## config.mk

```make
export PLATFORM = sky130hd
export DESIGN_NAME = i2c_display_write_framer_flat
export DESIGN_NICKNAME = d
export VERILOG_FILES = /design/src/hdl/i2cdw_pkg.sv /design/src/hdl/i2cdw_if.sv /design/src/hdl/i2cdw_req_stage.sv /design/src/hdl/i2cdw_slot_gen.sv /design/src/hdl/i2c_display_write_framer.sv /design/src/flat_wrapper.sv
export SDC_FILE = /design/constraint.sdc
export NUM_CORES = 1
export LEC_CHECK = 0
export ABC_CLOCK_PERIOD_IN_PS = 8300
export BUFFER_PORTS_ARGS = -buffer_cell sky130_fd_sc_hd__buf_2
export CORE_MARGIN = 8
export CORE_UTILIZATION = 59
export CTS_BUF_LIST = sky130_fd_sc_hd__clkbuf_4
export CTS_CLUSTER_DIAMETER = 30
export DETAILED_ROUTE_END_ITERATION = 12
export GPL_TIMING_DRIVEN = 0
export PLACE_DENSITY_LB_ADDON = 0.2
export SLEW_MARGIN = 20
export SYNTH_ARGS = -nofsm -noshare
export SYNTH_HDL_FRONTEND = slang
export SYNTH_SLANG_ARGS = --single-unit
```

## constraint.sdc

```tcl
create_clock -name clk_i -period 8.3 [get_ports clk_i]
set_clock_uncertainty 0.15 [all_clocks]
set_input_delay 0.415 -clock clk_i [delete_from_list [all_inputs] [get_ports clk_i]]
set_output_delay 0.415 -clock clk_i [all_outputs]
set_load 0.05 [all_outputs]
```

## src/hdl/i2cdw_pkg.sv

```systemverilog
// i2cdw_pkg: types and constants shared by the display write framer
// no dependencies
`timescale 1ns / 1ps

package i2cdw_pkg;

  localparam int unsigned ByteW  = 8;
  localparam int unsigned FrameW = 3 * ByteW;
  localparam int unsigned CfgIdxW = 2;

  // bit counter runs over eight data bits then the acknowledge clock
  localparam logic [3:0] LastBit  = 4'd8;
  localparam logic [1:0] LastByte = 2'd2;

  localparam logic [ByteW-1:0] DevAddrRst = 8'h78;
  localparam logic [ByteW-1:0] CmdCtrlRst = 8'h00;
  localparam logic [ByteW-1:0] DatCtrlRst = 8'h40;

  typedef enum logic [1:0] {
    SLOT_START = 2'd0,
    SLOT_BIT   = 2'd1,
    SLOT_ACK   = 2'd2,
    SLOT_STOP  = 2'd3
  } slot_kind_e;

  typedef enum logic [CfgIdxW-1:0] {
    CFG_DEVICE_ADDRESS  = 2'd0,
    CFG_COMMAND_CONTROL = 2'd1,
    CFG_DATA_CONTROL    = 2'd2
  } cfg_idx_e;

  typedef enum logic [3:0] {
    ST_IDLE  = 4'b0001,
    ST_START = 4'b0010,
    ST_BITS  = 4'b0100,
    ST_STOP  = 4'b1000
  } gen_state_e;

  // assembled transaction waiting for the slot generator
  typedef struct packed {
    logic              valid;
    logic [FrameW-1:0] bits;
  } frame_t;

endpackage

```

## src/hdl/i2cdw_if.sv

```systemverilog
// i2cdw_req_if and i2cdw_slot_if: valid/ready channels of the framer
// no dependencies
`timescale 1ns / 1ps

interface i2cdw_req_if;
  logic       valid;
  logic       ready;
  logic       req_type;
  logic [7:0] payload_byte;

  modport source (output valid, req_type, payload_byte, input ready);
  modport sink   (input valid, req_type, payload_byte, output ready);
endinterface

interface i2cdw_slot_if;
  logic       valid;
  logic       ready;
  logic [1:0] slot_kind;
  logic       sda_level;
  logic       last_slot;

  modport source (output valid, slot_kind, sda_level, last_slot, input ready);
  modport sink   (input valid, slot_kind, sda_level, last_slot, output ready);
endinterface

```

## src/hdl/i2cdw_req_stage.sv

```systemverilog
// i2cdw_req_stage: configuration registers and request input register
// depends on i2cdw_pkg and i2cdw_if
`timescale 1ns / 1ps

module i2cdw_req_stage (
  input  logic                          clk_i,
  input  logic                          rst_ni,
  input  logic                          cfg_we_i,
  input  logic [i2cdw_pkg::CfgIdxW-1:0] cfg_index_i,
  input  logic [i2cdw_pkg::ByteW-1:0]   cfg_wdata_i,
  i2cdw_req_if.sink                     req_i,
  input  logic                          take_i,
  output i2cdw_pkg::frame_t             frame_o
);
  import i2cdw_pkg::*;

  logic [ByteW-1:0]  dev_addr_q, cmd_ctrl_q, dat_ctrl_q;
  logic              full_q, full_d;
  logic [FrameW-1:0] bits_q;
  logic              accept;

  always_ff @(posedge clk_i or negedge rst_ni) begin
    if (!rst_ni) begin
      dev_addr_q <= DevAddrRst;
      cmd_ctrl_q <= CmdCtrlRst;
      dat_ctrl_q <= DatCtrlRst;
    end else if (cfg_we_i) begin
      unique case (cfg_idx_e'(cfg_index_i))
        CFG_DEVICE_ADDRESS:  dev_addr_q <= cfg_wdata_i;
        CFG_COMMAND_CONTROL: cmd_ctrl_q <= cfg_wdata_i;
        CFG_DATA_CONTROL:    dat_ctrl_q <= cfg_wdata_i;
        default: ; // unused index, write dropped
      endcase
    end
  end

  // free slot, or the held frame leaves in this cycle
  assign req_i.ready = !full_q || take_i;
  assign accept      = req_i.valid && req_i.ready;

  always_comb begin
    full_d = full_q;
    if (take_i) full_d = 1'b0;
    if (accept) full_d = 1'b1;
  end

  always_ff @(posedge clk_i or negedge rst_ni) begin
    if (!rst_ni) begin
      full_q <= 1'b0;
    end else begin
      full_q <= full_d;
    end
  end

  always_ff @(posedge clk_i) begin
    if (accept) begin
      bits_q <= {dev_addr_q, (req_i.req_type ? dat_ctrl_q : cmd_ctrl_q), req_i.payload_byte};
    end
  end

  assign frame_o.valid = full_q;
  assign frame_o.bits  = bits_q;

endmodule

```

## src/hdl/i2cdw_slot_gen.sv

```systemverilog
// i2cdw_slot_gen: walks one frame through start, bits, ack clocks and stop
// depends on i2cdw_pkg and i2cdw_if
`timescale 1ns / 1ps

module i2cdw_slot_gen (
  input  logic              clk_i,
  input  logic              rst_ni,
  input  i2cdw_pkg::frame_t frame_i,
  output logic              take_o,
  i2cdw_slot_if.source      slot_o
);
  import i2cdw_pkg::*;

  gen_state_e        state_q, state_d;
  logic [FrameW-1:0] sh_q, sh_d;
  logic [3:0]        bit_q, bit_d;
  logic [1:0]        byte_q, byte_d;
  logic              out_valid_q, out_valid_d;
  slot_kind_e        kind_q, kind_d;
  logic              sda_q, sda_d, last_q, last_d;
  logic              out_free;

  assign out_free = !out_valid_q || slot_o.ready;

  always_comb begin
    state_d     = state_q;
    sh_d        = sh_q;
    bit_d       = bit_q;
    byte_d      = byte_q;
    out_valid_d = out_valid_q && !slot_o.ready;
    kind_d      = kind_q;
    sda_d       = sda_q;
    last_d      = last_q;
    take_o      = 1'b0;
    unique case (state_q)
      ST_IDLE: begin
        if (frame_i.valid) begin
          take_o  = 1'b1;
          sh_d    = frame_i.bits;
          state_d = ST_START;
        end
      end
      ST_START: begin
        if (out_free) begin
          out_valid_d = 1'b1;
          kind_d      = SLOT_START;
          sda_d       = 1'b0;
          last_d      = 1'b0;
          bit_d       = '0;
          byte_d      = '0;
          state_d     = ST_BITS;
        end
      end
      ST_BITS: begin
        if (out_free) begin
          out_valid_d = 1'b1;
          last_d      = 1'b0;
          if (bit_q == LastBit) begin
            kind_d = SLOT_ACK;
            sda_d  = 1'b0;
            bit_d  = '0;
            if (byte_q == LastByte) begin
              state_d = ST_STOP;
            end else begin
              byte_d = byte_q + 2'd1;
            end
          end else begin
            kind_d = SLOT_BIT;
            sda_d  = sh_q[FrameW-1];
            sh_d   = {sh_q[FrameW-2:0], 1'b0};
            bit_d  = bit_q + 4'd1;
          end
        end
      end
      ST_STOP: begin
        if (out_free) begin
          out_valid_d = 1'b1;
          kind_d      = SLOT_STOP;
          sda_d       = 1'b0;
          last_d      = 1'b1;
          // chain straight into the next transaction when one waits
          if (frame_i.valid) begin
            take_o  = 1'b1;
            sh_d    = frame_i.bits;
            state_d = ST_START;
          end else begin
            state_d = ST_IDLE;
          end
        end
      end
      default: state_d = ST_IDLE;
    endcase
  end

  always_ff @(posedge clk_i or negedge rst_ni) begin
    if (!rst_ni) begin
      state_q     <= ST_IDLE;
      out_valid_q <= 1'b0;
      bit_q       <= '0;
      byte_q      <= '0;
    end else begin
      state_q     <= state_d;
      out_valid_q <= out_valid_d;
      bit_q       <= bit_d;
      byte_q      <= byte_d;
    end
  end

  always_ff @(posedge clk_i) begin
    sh_q   <= sh_d;
    kind_q <= kind_d;
    sda_q  <= sda_d;
    last_q <= last_d;
  end

  assign slot_o.valid     = out_valid_q;
  assign slot_o.slot_kind = kind_q;
  assign slot_o.sda_level = sda_q;
  assign slot_o.last_slot = last_q;

endmodule

```

## src/hdl/i2c_display_write_framer.sv

```systemverilog
// i2c_display_write_framer: top level of the display write framer
// depends on i2cdw_pkg, i2cdw_if, i2cdw_req_stage and i2cdw_slot_gen
`timescale 1ns / 1ps

// usage
//   req_i takes one write request item: req_type (0 command, 1 display data)
//   and payload_byte. slot_o gives 29 bus slot items per request: a start,
//   address byte, control byte and payload byte msb first, each byte closed
//   by an acknowledge clock that is never checked, then a stop with last_slot
//   set. registers are written through cfg_we_i / cfg_index_i / cfg_wdata_i:
//   0 device address, 1 command control byte, 2 data control byte
//   a taken request passes the input register, the start state and the
//   output register before its start slot is valid. throughput: one slot
//   per cycle when slot_o never stalls, set by the slot generator's single
//   output register. one request waits in the input register while the
//   previous one is being sent, so req_i takes one item while slot_o is busy
//   a stall on slot_o holds the current slot and freezes the generator;
//   req_i then stays ready only until its input register is full
//   reset: registers return to 0x78 / 0x00 / 0x40, both channels empty
module i2c_display_write_framer (
  input  logic                          clk_i,
  input  logic                          rst_ni,
  input  logic                          cfg_we_i,
  input  logic [i2cdw_pkg::CfgIdxW-1:0] cfg_index_i,
  input  logic [i2cdw_pkg::ByteW-1:0]   cfg_wdata_i,
  i2cdw_req_if.sink                     req_i,
  i2cdw_slot_if.source                  slot_o
);
  import i2cdw_pkg::*;

  // frame handed from the input register to the slot generator
  frame_t frame;
  logic   take;

  i2cdw_req_stage u_req_stage (
    .clk_i       (clk_i),
    .rst_ni      (rst_ni),
    .cfg_we_i    (cfg_we_i),
    .cfg_index_i (cfg_index_i),
    .cfg_wdata_i (cfg_wdata_i),
    .req_i       (req_i),
    .take_i      (take),
    .frame_o     (frame)
  );

  i2cdw_slot_gen u_slot_gen (
    .clk_i   (clk_i),
    .rst_ni  (rst_ni),
    .frame_i (frame),
    .take_o  (take),
    .slot_o  (slot_o)
  );

`ifndef SYNTHESIS
  // the last flag marks the stop slot and nothing else
  a_last_is_stop: assert property (@(posedge clk_i) disable iff (!rst_ni)
    slot_o.valid |-> (slot_o.last_slot == (slot_o.slot_kind == SLOT_STOP)))
    else $error("last_slot out of step with stop slot");

  // the data line is driven high only in data bit slots
  a_sda_bits_only: assert property (@(posedge clk_i) disable iff (!rst_ni)
    (slot_o.valid && slot_o.sda_level) |-> (slot_o.slot_kind == SLOT_BIT))
    else $error("sda high outside a data bit slot");

  // a taken request is held until the generator picks it up
  a_req_held: assert property (@(posedge clk_i) disable iff (!rst_ni)
    (req_i.valid && req_i.ready) |=> frame.valid)
    else $error("taken request lost");

  // the generator only picks up a frame that is present
  a_take_valid: assert property (@(posedge clk_i) disable iff (!rst_ni)
    take |-> frame.valid)
    else $error("frame taken while none waits");
`endif

endmodule
```

## src/flat_wrapper.sv

```systemverilog
// flat-port wrapper written by rule: the top's interface ports become plain ports
module i2c_display_write_framer_flat import i2cdw_pkg::*;
  (clk_i, rst_ni, cfg_we_i, cfg_index_i, cfg_wdata_i, req_i_valid, req_i_req_type, req_i_payload_byte, req_i_ready, slot_o_valid, slot_o_slot_kind, slot_o_sda_level, slot_o_last_slot, slot_o_ready);
  i2cdw_req_if req_i_i ();
  i2cdw_slot_if slot_o_i ();
  input  logic clk_i;
  input  logic rst_ni;
  input  logic cfg_we_i;
  input  logic [i2cdw_pkg::CfgIdxW-1:0] cfg_index_i;
  input  logic [i2cdw_pkg::ByteW-1:0] cfg_wdata_i;
  input wire logic [$bits(req_i_i.valid)-1:0] req_i_valid;
  input wire logic [$bits(req_i_i.req_type)-1:0] req_i_req_type;
  input wire logic [$bits(req_i_i.payload_byte)-1:0] req_i_payload_byte;
  output wire logic [$bits(req_i_i.ready)-1:0] req_i_ready;
  output wire logic [$bits(slot_o_i.valid)-1:0] slot_o_valid;
  output wire logic [$bits(slot_o_i.slot_kind)-1:0] slot_o_slot_kind;
  output wire logic [$bits(slot_o_i.sda_level)-1:0] slot_o_sda_level;
  output wire logic [$bits(slot_o_i.last_slot)-1:0] slot_o_last_slot;
  input wire logic [$bits(slot_o_i.ready)-1:0] slot_o_ready;
  assign req_i_i.valid = req_i_valid;
  assign req_i_i.req_type = req_i_req_type;
  assign req_i_i.payload_byte = req_i_payload_byte;
  assign req_i_ready = req_i_i.ready;
  assign slot_o_valid = slot_o_i.valid;
  assign slot_o_slot_kind = slot_o_i.slot_kind;
  assign slot_o_sda_level = slot_o_i.sda_level;
  assign slot_o_last_slot = slot_o_i.last_slot;
  assign slot_o_i.ready = slot_o_ready;
  i2c_display_write_framer u_core (.clk_i(clk_i), .rst_ni(rst_ni), .cfg_we_i(cfg_we_i), .cfg_index_i(cfg_index_i), .cfg_wdata_i(cfg_wdata_i), .req_i(req_i_i), .slot_o(slot_o_i));
endmodule
```

==> results.json, run 1 <==
{
  "status": "finished, final reports clean",
  "wl_um": 6630,
  "min_period_ns": 2.86,
  "cap_violations": 0,
  "p_switching_mw": 0.438,
  "fp.dieH_um": 95.1,
  "grt-busiest-layer": "met2",
  "yosysWarnings": 0,
  "fp.coreArea_sq_um": 6200,
  "grt.met1_usage": 0.196,
  "antenna_found_initial": 0,
  "path_max_fanout": 13,
  "syn_nets": 311,
  "synth_area_leader_cell": "edfxtp_1",
  "vias_per_cell": 5.41,
  "combinationalPowerShare": 0.283,
  "drv_slew": 0,
  "clk_pin_slew_ns": 0.13,
  "hold_depth": 1,
  "vdd_drop_max_v": 0.000199,
  "slew_headroom": 0.471,
  "grt_pass1_vias": 2284,
  "fin_nets": 356,
  "synth_most_common_cell": "nand2_1",
  "clock_latency_ns": 0.42,
  "arrival_ns": 2.84,
  "p_sw_frac": 0.323,
  "cp.required_ns": 8.28,
  "setup_viol": 0,
  "n_fill_cell": 470,
  "clkSinkCount": 88,
  "root_buffer": "clkbuf_4",
  "worstMarginPinSlew_ns": 0.794,
  "setup_tns_ns": 0,
  "critPathKind": "flip-flop to flip-flop",
  "start_util": 0.594,
  "clock_path_buffers": 2,
  "syn_area_sq_um": 3690,
  "drtIter0Drc": 129,
  "internal-power_mw": 0.920,
  "syn_avg_cell_area_sq_um": 13.0,
  "h-tree-depth": 3,
  "hold_viol": 0,
  "final_antenna_net_count": 0,
  "synth_seq_cells": 88,
  "rows": 29,
  "fp.dieW_um": 95.1,
  "grt_max_degree": 37,
  "reg2regPathDepth": 5,
  "p_leak_nw": 1.66,
  "synth_ff_type": "edfxtp_1",
  "cts_resized": 0,
  "grt_first_pass_wirelength_um": 11000,
  "max_freq_ghz": 0.350,
  "synth_common_cells": "nand2_1 (57), edfxtp_1 (52), mux2_2 (32), dfrtp_1 (30), o21ai_0 (29)",
  "via_count": 2223,
  "critPathLaunchType": "flip-flop",
  "end_kind": "flip-flop",
  "hold_path_class": "primary input to flip-flop",
  "async_flop_share": 0.409,
  "synth_area_leaders": "edfxtp_1 (42%), dfrtp_1 (20%), mux2_2 (9.8%), nand2_1 (5.8%), dfstp_2 (4.3%)",
  "cts_buffers": 9,
  "syn2layout_area_growth_pct": 13.0,
  "use_met2": 0.272,
  "drive_gt1_frac": 0.284,
  "power_mw": 1.36,
  "dpl_worst_slack_ns": 5.48,
  "cts_tree": "yes",
  "antenna_cells": 0,
  "synth_edf_count": 52,
  "clockPowerShare": 0.191,
  "timing.hold.ws_ns": 0.0252,
  "drcViolationCount": 0,
  "firstDrtPassIters": 4,
  "grt.met3_usage": 0.0283,
  "gp_routability_congestion": 0.776,
  "layout_setup_ws_ns": 5.44,
  "syn_inst": 284,
  "port_buffers": 28,
  "rsz0062_at_grt": "false",
  "post_drt_wl_per_cell_um": 16.1,
  "track_usage": 0.161,
  "overflow": 0,
  "synth_cell_types": 42,
  "io_pins": 30,
  "p_seq_frac": 0.525,
  "dp_hpwl_um": 4630,
  "power_density_nw_per_um2": 326,
  "period_share": 0.344,
  "fin_util": 0.672,
  "die_area_sq_um": 9040,
  "seq_area_frac_synth": 0.670,
  "synth_top_area_share": 0.423
}
-- layout make-up --
| class | instances | area [sq um] | share of cell area |
|---|---|---|---|
| sequential | 88 | 2470 | 0.593 |
| clock buffer | 10 | 75.1 | 0.0180 |
| tap | 77 | 96.3 | 0.0231 |
| timing repair buffer | 34 | 206 | 0.0495 |
| clock inverter | 6 | 83.8 | 0.0201 |
| multi-input combinational | 173 | 1130 | 0.271 |
| inverter | 7 | 26.3 | 0.00631 |
| buffer | 16 | 78.8 | 0.0189 |
-- routing by layer --
metal  vias up  part of all wire
li1       1102                 -
met3        13             0.034
met2        39              0.52
met5         -                 0
met4         0             0.023
met1      1069              0.42
-- worst paths after layout --
path / slack, ns / end / startpoint
min in group asynchronous: 0.46 / u_core.u_slot_gen.bit_q[3]$_DFFE_PN0P_ / rst_ni
min reg2reg: 0.32 / u_core.u_req_stage.bits_q[16]$_DFFE_PP_ / u_core.u_req_stage.dev_addr_q[0]$_DFFE_PN0P_
min: 0.03 / u_core.u_req_stage.bits_q[6]$_DFFE_PP_ / req_i_payload_byte[6]
max: 5.44 / u_core.u_slot_gen.sh_q[1]$_DFFE_PP_ / u_core.u_slot_gen.state_q[3]$_DFFE_PN0P_
max in group asynchronous: 7.03 / u_core.u_req_stage.dat_ctrl_q[5]$_DFFE_PN0P_ / rst_ni
max reg2reg: 5.44 / u_core.u_slot_gen.sh_q[1]$_DFFE_PP_ / u_core.u_slot_gen.state_q[3]$_DFFE_PN0P_
-- state kept, by name, summed over array words and instances, names as in the netlist, 2 cells and up --
name / flops
u_core.u_slot_gen.slot_o.slot_kind: 2
u_core.u_req_stage.dat_ctrl_q: 8
u_core.u_slot_gen.byte_q: 2
u_core.u_req_stage.cmd_ctrl_q: 8
u_core.u_req_stage.dev_addr_q: 8
u_core.u_req_stage.bits_q: 24
u_core.u_slot_gen.state_q: 4
u_core.u_slot_gen.bit_q: 4
u_core.u_slot_gen.sh_q: 24
-- critical path, cell delays in order, from the launching register on --
cell	delay, ns
dfrtp_1	0.41
buf_6	0.14
nor4b_2	0.60
nand3_1	0.30
a22oi_2	0.72
buf_6	0.25
-- per-stage QoR --
step	std cells	area [sq um]
final	411	4170
after floorplan	284	3690
after global placement	389	3930
after detailed placement	391	3970
after CTS	409	4150
after global routing	411	4170
-- layout by cell type (no fill, tap or decap), drive strengths merged, types with 3 or more instances in the layout --
cell / count
nand2b: 4
ha: 3
nand3b: 3
nor2: 12
buf: 35
edfxtp: 52
dfrtp: 30
dlygate4sd3: 4
inv: 7
nand2: 57
clkbuf: 21
mux2: 32
dfstp: 6
o21ai: 29
nand3: 3
-- cells by family after synthesis --
group,count (synthesis),synth area share
flops,88,0.670
buf+inv,23,0.0285
mux,33,0.100
simple gates,92,0.118
fa+ha+maj,3,0.0102
compound gates,43,0.0685
xor+xnor,2,0.00475
-- power by group through the flow --
stage               clock (mW)  combinational [mW]  sequential, mW
finish                   0.260               0.384           0.713
global route             0.284               0.427           0.729
CTS                      0.269               0.388           0.715
detailed placement           0               0.386           0.725
global placement             0               0.349           0.724
floorplan                    0               0.248           0.736
-- what timing repair did --
action	CTS	global route
setup buffers	0	0
hold endpoints to repair	31	2
hold buffers	2	2
endpoints found under the setup margin	0	0
Note: power is estimated with default switching activity, not from simulation.
==> run 2, diff against run 1 <==
--- a/config.mk
+++ b/config.mk
@@ -5,7 +5,8 @@
 export SDC_FILE = /design/constraint.sdc
 export NUM_CORES = 1
 export LEC_CHECK = 0
-export ABC_CLOCK_PERIOD_IN_PS = 8300
+export ABC_AREA = 1
+export ABC_CLOCK_PERIOD_IN_PS = 2750
 export BUFFER_PORTS_ARGS = -buffer_cell sky130_fd_sc_hd__buf_2
 export CORE_MARGIN = 8
 export CORE_UTILIZATION = 59
==> constraint.sdc (replaced) <==
create_clock -name clk_i -period 2.75 [get_ports clk_i]
set_clock_uncertainty 0.15 [all_clocks]
set_input_delay 0.1375 -clock clk_i [delete_from_list [all_inputs] [get_ports clk_i]]
set_output_delay 0.1375 -clock clk_i [all_outputs]
set_load 0.05 [all_outputs]
==> run 2 against run 1 <==
Critical path depth up 3. Hold slack better by 0.0030 ns. Synthesized area up 2.4%. Setup slack worse by 5.0 ns. Clock-buffer cell count down 1. Largest cell class unchanged.
==> results.json, run 2 <==
{
  "critPathKind": "flip-flop to flip-flop",
  "cts_resized": 0,
  "drive_gt1_frac": 0.218,
  "dp_hpwl_um": 5220,
  "arrival_ns": 2.30,
  "fin_nets": 440,
  "clock_path_buffers": 2,
  "setup_viol": 0,
  "clk_pin_slew_ns": 0.15,
  "synth_edf_count": 52,
  "p_leak_nw": 2.02,
  "max_freq_ghz": 0.434,
  "io_pins": 30,
  "h-tree-depth": 3,
  "timing.hold.ws_ns": 0.0282,
  "fp.coreArea_sq_um": 6280,
  "grt_first_pass_wirelength_um": 12400,
  "yosysWarnings": 0,
  "rows": 29,
  "fp.dieW_um": 96,
  "critPathLaunchType": "flip-flop",
  "final_antenna_net_count": 0,
  "n_fill_cell": 468,
  "rrSetupSlack_ns": 0.44,
  "die_area_sq_um": 9220,
  "synth_area_leaders": "edfxtp_1 (41%), dfrtp_1 (20%), nand2_1 (10%), nand3_1 (5.0%), dfstp_2 (4.2%)",
  "fp.dieH_um": 96,
  "end_kind": "flip-flop",
  "slew_headroom": 0.474,
  "synth_most_common_cell": "nand2_1",
  "via_count": 2596,
  "endpoint": "u_core.u_slot_gen.sh_q[23]$_DFFE_PP_",
  "firstDrtPassIters": 4,
  "syn2layout_area_growth_pct": 17.5,
  "cap_violations": 0,
  "fin_util": 0.707,
  "crit_start": "u_core.u_slot_gen.state_q[0]$_DFFE_PN1P_",
  "hold_path_class": "primary input to flip-flop",
  "post_drt_wl_per_cell_um": 14.8,
  "syn_area_sq_um": 3780,
  "synth_ff_type": "edfxtp_1",
  "r2r_start": "u_core.u_slot_gen.state_q[0]$_DFFE_PN1P_",
  "synth_seq_cells": 88,
  "syn_avg_cell_area_sq_um": 10.7,
  "vdd_drop_max_v": 0.000701,
  "internal-power_mw": 2.89,
  "status": "finished, final reports clean",
  "reg2regPathDepth": 8,
  "vias_per_cell": 5.24,
  "drv_slew": 0,
  "gp_routability_congestion": 0.836,
  "synth_top_area_share": 0.414,
  "period_share": 0.839,
  "track_usage": 0.177,
  "async_flop_share": 0.409,
  "cts_buffers": 9,
  "synth_common_cells": "nand2_1 (103), edfxtp_1 (52), nand3_1 (38), dfrtp_1 (30), inv_1 (27)",
  "antenna_found_initial": 0,
  "hold_depth": 2,
  "overflow": 0,
  "largestRegisters": "u_core.u_req_stage.bits_q (24), u_core.u_slot_gen.sh_q (24)",
  "wl_um": 7330,
  "layout_setup_ws_ns": 0.444,
  "min_period_ns": 2.31,
  "layout_commonest_cell": "nand2_1",
  "p_sw_frac": 0.365,
  "dpl_worst_slack_ns": 0.445,
  "final_cells": 495,
  "antenna_cells": 0,
  "final_cell_mix": "nand2_1 (103), edfxtp_1 (52), nand3_1 (38)",
  "combinationalPowerShare": 0.328,
  "clkSinkCount": 88,
  "syn_inst": 353,
  "path_max_fanout": 12,
  "start_util": 0.602,
  "hold_viol": 0,
  "dp_cells": 460,
  "seq_area_frac_synth": 0.654,
  "root_buffer": "clkbuf_4",
  "clock_latency_ns": 0.44,
  "cp.required_ns": 2.75,
  "p_switching_mw": 1.66,
  "p_seq_frac": 0.488,
  "power_density_nw_per_um2": 1030,
  "cts_tree": "yes",
  "drtIter0Drc": 155,
  "rsz0062_at_grt": "false",
  "port_buffers": 28,
  "syn_nets": 380,
  "grt_max_degree": 37,
  "clockPowerShare": 0.184,
  "r2r-end": "u_core.u_slot_gen.sh_q[23]$_DFFE_PP_",
  "drcViolationCount": 0,
  "grt_pass1_vias": 2692,
  "synth_area_leader_cell": "edfxtp_1",
  "worstMarginPinSlew_ns": 0.789,
  "synth_cell_types": 29
}
[run 2: final cells by class]
class,instances,area (sq um),share of cell area
timing repair buffer,49,373,0.0841
clock buffer,9,67.6,0.0152
clock inverter,7,101,0.0228
inverter,34,128,0.0288
tap,77,96.3,0.0217
multi-input combinational,219,1130,0.256
buffer,12,66.3,0.0150
sequential,88,2470,0.557
[run 2: power groups by stage]
stage / logic, mW / clock network [mW] / registers [mW]
5_1_grt: 1.67 / 0.900 / 2.27
3_5_place_dp: 1.49 / 0 / 2.25
3_3_place_gp: 1.31 / 0 / 2.25
6_report: 1.50 / 0.838 / 2.22
4_1_cts: 1.51 / 0.850 / 2.23
2_1_floorplan: 0.958 / 0 / 2.29
[run 2: cells by family after synthesis]
family | after synthesis | synth area share
flops | 88 | 0.654
mux | 8 | 0.0239
buf+inv | 46 | 0.0514
xor+xnor | 1 | 0.00232
compound gates | 33 | 0.0447
fa+ha+maj | 3 | 0.00994
simple gates | 174 | 0.214
[run 2: metal layers]
metal	GRT usage	part of all wire
met3	0.0499	0.043
met4	0.0640	0.016
met1	0.208	0.43
met2	0.301	0.51
met5	0	0
[run 2: worst min path at each step]
stage                   start                                      endpoint  slack [ns]
2_1_floorplan          rst_ni  u_core.u_req_stage.cmd_ctrl_q[0]$_DFFE_PN0P_       -0.31
3_3_place_gp           rst_ni  u_core.u_req_stage.dat_ctrl_q[7]$_DFFE_PN0P_        0.12
3_5_place_dp           rst_ni  u_core.u_req_stage.dat_ctrl_q[7]$_DFFE_PN0P_        0.12
4_1_cts        req_i_req_type       u_core.u_req_stage.bits_q[13]$_DFFE_PP_       0.002
5_1_grt        req_i_req_type       u_core.u_req_stage.bits_q[13]$_DFFE_PP_       0.001
6_report       req_i_req_type       u_core.u_req_stage.bits_q[13]$_DFFE_PP_        0.03
[run 2: critical path: stages, from the launching register on]
cell and delay (ns):
dfstp_2 0.58, inv_2 0.06, nand2_4 0.11, nor2_4 0.06
buf_6 0.14, nand2_1 0.08, nand2_1 0.10, nor3_4 0.50
buf_8 0.23
[run 2: repair_timing]
action | in CTS | in global routing
setup buffers | 0 | 0
hold buffers | 19 | 0
endpoints found under the hold margin | 67 | 0
[run 2: metrics by stage]
stage	instance area, sq um	power [mW]	setup TNS [ns]
after CTS	4440	4.59	0
after global placement	4020	3.56	-3.63
after global routing	4440	4.83	0
after detailed placement	4080	3.74	0
after floorplan	3780	3.25	0
final	4440	4.56	0
==> run 3, diff against run 2 <==
--- a/config.mk
+++ b/config.mk
@@ -6,10 +6,10 @@
 export NUM_CORES = 1
 export LEC_CHECK = 0
 export ABC_AREA = 1
-export ABC_CLOCK_PERIOD_IN_PS = 2750
+export ABC_CLOCK_PERIOD_IN_PS = 1950
 export BUFFER_PORTS_ARGS = -buffer_cell sky130_fd_sc_hd__buf_2
 export CORE_MARGIN = 8
-export CORE_UTILIZATION = 59
+export CORE_UTILIZATION = 56
 export CTS_BUF_LIST = sky130_fd_sc_hd__clkbuf_4
 export CTS_CLUSTER_DIAMETER = 30
 export DETAILED_ROUTE_END_ITERATION = 12
==> constraint.sdc (replaced) <==
create_clock -name clk_i -period 1.95 [get_ports clk_i]
set_clock_uncertainty 0.15 [all_clocks]
set_input_delay 0.0975 -clock clk_i [delete_from_list [all_inputs] [get_ports clk_i]]
set_output_delay 0.0975 -clock clk_i [all_outputs]
set_load 0.05 [all_outputs]
==> run 3 against run 2 <==
Sequential power increased by 41%. Critical endpoint unchanged. Critical path depth fell by 1. Via count up 5.2%. Hold slack improved by 0.084 ns. Die area grew 4.5%. Clock-buffer cell count did not move. Largest cell class unchanged. Fmax increased by 23%. Sequential share of layout area shrank 2.9 points.
==> results.json, run 3 (synthesized netlist as in run 2, its figures left out) <==
{
  "final_antenna_net_count": 0,
  "h-tree-depth": 3,
  "drcViolationCount": 0,
  "period_share": 0.961,
  "track_usage": 0.171,
  "power_mw": 6.85,
  "cap_violations": 0,
  "clkSinkCount": 88,
  "grt_max_degree": 37,
  "p_leak_nw": 2.14,
  "power_density_nw_per_um2": 1460,
  "critPathLaunchType": "flip-flop",
  "gp_routability_congestion": 0.825,
  "wl_met1_um": 3300,
  "reg2regPathDepth": 7,
  "antenna_cells": 0,
  "min_period_ns": 1.87,
  "fp.dieW_um": 98.1,
  "r2r-end": "u_core.u_slot_gen.sh_q[23]$_DFFE_PP_",
  "critPathKind": "flip-flop to flip-flop",
  "arrival_ns": 1.88,
  "end_kind": "flip-flop",
  "hold_path_class": "primary input to async pin",
  "layout_commonest_cell": "nand2_1",
  "final_cell_mix": "nand2_1 (100), edfxtp_1 (52), nand3_1 (37)",
  "antenna_found_initial": 0,
  "fin_nets": 461,
  "io_pins": 30,
  "path_max_fanout": 10,
  "clock_path_buffers": 2,
  "slew_headroom": 0.469,
  "wl_met3_um": 350,
  "fp.dieH_um": 98.1,
  "status": "finished, final reports clean",
  "rrSetupSlack_ns": 0.08,
  "largestRegisters": "u_core.u_req_stage.bits_q (24), u_core.u_slot_gen.sh_q (24)",
  "setup_tns_ns": 0,
  "grt_first_pass_wirelength_um": 13100,
  "dpl_worst_slack_ns": -0.551,
  "layout_setup_ws_ns": 0.0759,
  "vdd_drop_max_v": 0.000631,
  "wl_um": 7720,
  "die_area_sq_um": 9630,
  "start_util": 0.568,
  "clock_latency_ns": 0.43,
  "wl_met2_um": 3940,
  "setup_viol": 0,
  "vias_per_cell": 5.26,
  "drive_gt1_frac": 0.264,
  "cp.required_ns": 1.95,
  "fp.coreArea_sq_um": 6640,
  "root_buffer": "clkbuf_4",
  "worstMarginPinSlew_ns": 0.796,
  "n_fill_cell": 457,
  "port_buffers": 28,
  "r2r_start": "u_core.u_slot_gen.state_q[1]$_DFFE_PN0P_",
  "max_freq_ghz": 0.534,
  "cts_tree": "yes",
  "cts_buffers": 9,
  "overflow": 0,
  "hold_viol": 0,
  "firstDrtPassIters": 4,
  "drv_slew": 0,
  "syn2layout_area_growth_pct": 24.1,
  "drtIter0Drc": 132,
  "rsz0062_at_grt": "false",
  "grt_pass1_vias": 2864,
  "post_drt_wl_per_cell_um": 14.9,
  "dp_hpwl_um": 4720,
  "rows": 30,
  "clk_pin_slew_ns": 0.14,
  "fin_util": 0.705,
  "via_count": 2730,
  "top_layer_used": "met4"
}
==> run 3: changes by cell type in the layout (fill, tap and decap cells not counted), sizes merged <==
cell,before,now
clkinv,2,3
inv,37,36
nor3,2,3
dlygate4sd3,19,26
a31oi,1,2
buf,39,51
==> run 3: report_power, final <==
group | total, mW | internal, mW | switching, mW
Sequential | 3.12 | 2.87 | 0.244
Combinational | 2.60 | 0.965 | 1.63
Clock | 1.14 | 0.521 | 0.616
Total | 6.85 | 4.36 | 2.49
==> run 3: final cells by class <==
cell class,count,area [sq um],area share
sequential,88,2470,0.528
multi-input combinational,221,1210,0.257
timing repair buffer,68,549,0.117
inverter,34,128,0.0272
tap,80,100,0.0214
clock inverter,7,92.6,0.0198
clock buffer,9,67.6,0.0144
buffer,12,67.6,0.0144
==> run 3: worst max-delay path by stage <==
stage / start / to / slack, ns / depth (start not counted)
finish: u_core.u_slot_gen.state_q[1]$_DFFE_PN0P_ / u_core.u_slot_gen.sh_q[23]$_DFFE_PP_ / 0.08 / 7
global route: u_core.u_slot_gen.state_q[1]$_DFFE_PN0P_ / u_core.u_slot_gen.sh_q[22]$_DFFE_PP_ / 0.0004 / 7
CTS: u_core.u_slot_gen.state_q[0]$_DFFE_PN1P_ / u_core.u_slot_gen.sh_q[4]$_DFFE_PP_ / 0.0001 / 7
detailed placement: u_core.u_slot_gen.state_q[1]$_DFFE_PN0P_ / u_core.u_slot_gen.sh_q[12]$_DFFE_PP_ / -0.55 / 6
global placement: u_core.u_slot_gen.state_q[1]$_DFFE_PN0P_ / u_core.u_slot_gen.sh_q[13]$_DFFE_PP_ / -0.52 / 6
floorplan: u_core.u_slot_gen.state_q[0]$_DFFE_PN1P_ / u_core.u_slot_gen.sh_q[10]$_DFFE_PP_ / -0.21 / 7
==> run 3: timing repair <==
action / CTS / global route
endpoints found under the hold margin: 75 / 0
hold buffers: 26 / 0
endpoints found under the setup margin: 48 / 25
gates resized for setup: 10 / 3
pin swaps: 4 / 3
cloned: 2 / 0
buffers inserted: 9 / 5
==> run 3: stage by stage <==
step | cell area (sq um) | hold WS (ns) | instances
floorplan | 3820 | -0.348 | 353
global placement | 4060 | 0.0783 | 461
CTS | 4640 | 0.125 | 514
finish | 4680 | 0.112 | 519
detailed placement | 4060 | 0.0830 | 461
global route | 4680 | 0.168 | 519
==> run 3: worst max-delay path: stages (launching register included) <==
cell     delay, ns
dfrtp_2       0.45
inv_2         0.08
nand2_4       0.08
nor2_4        0.18
buf_6         0.18
nor2_2        0.08
nor3_4        0.23
buf_12        0.16
==> run 3: layer usage <==
| layer | global-route usage | up-vias |
|---|---|---|
| met3 | 0.0462 | 12 |
| li1 | - | 1349 |
| met4 | 0.0612 | 0 |
| met2 | 0.299 | 63 |
| met5 | 0 | - |
| met1 | 0.197 | 1306 |
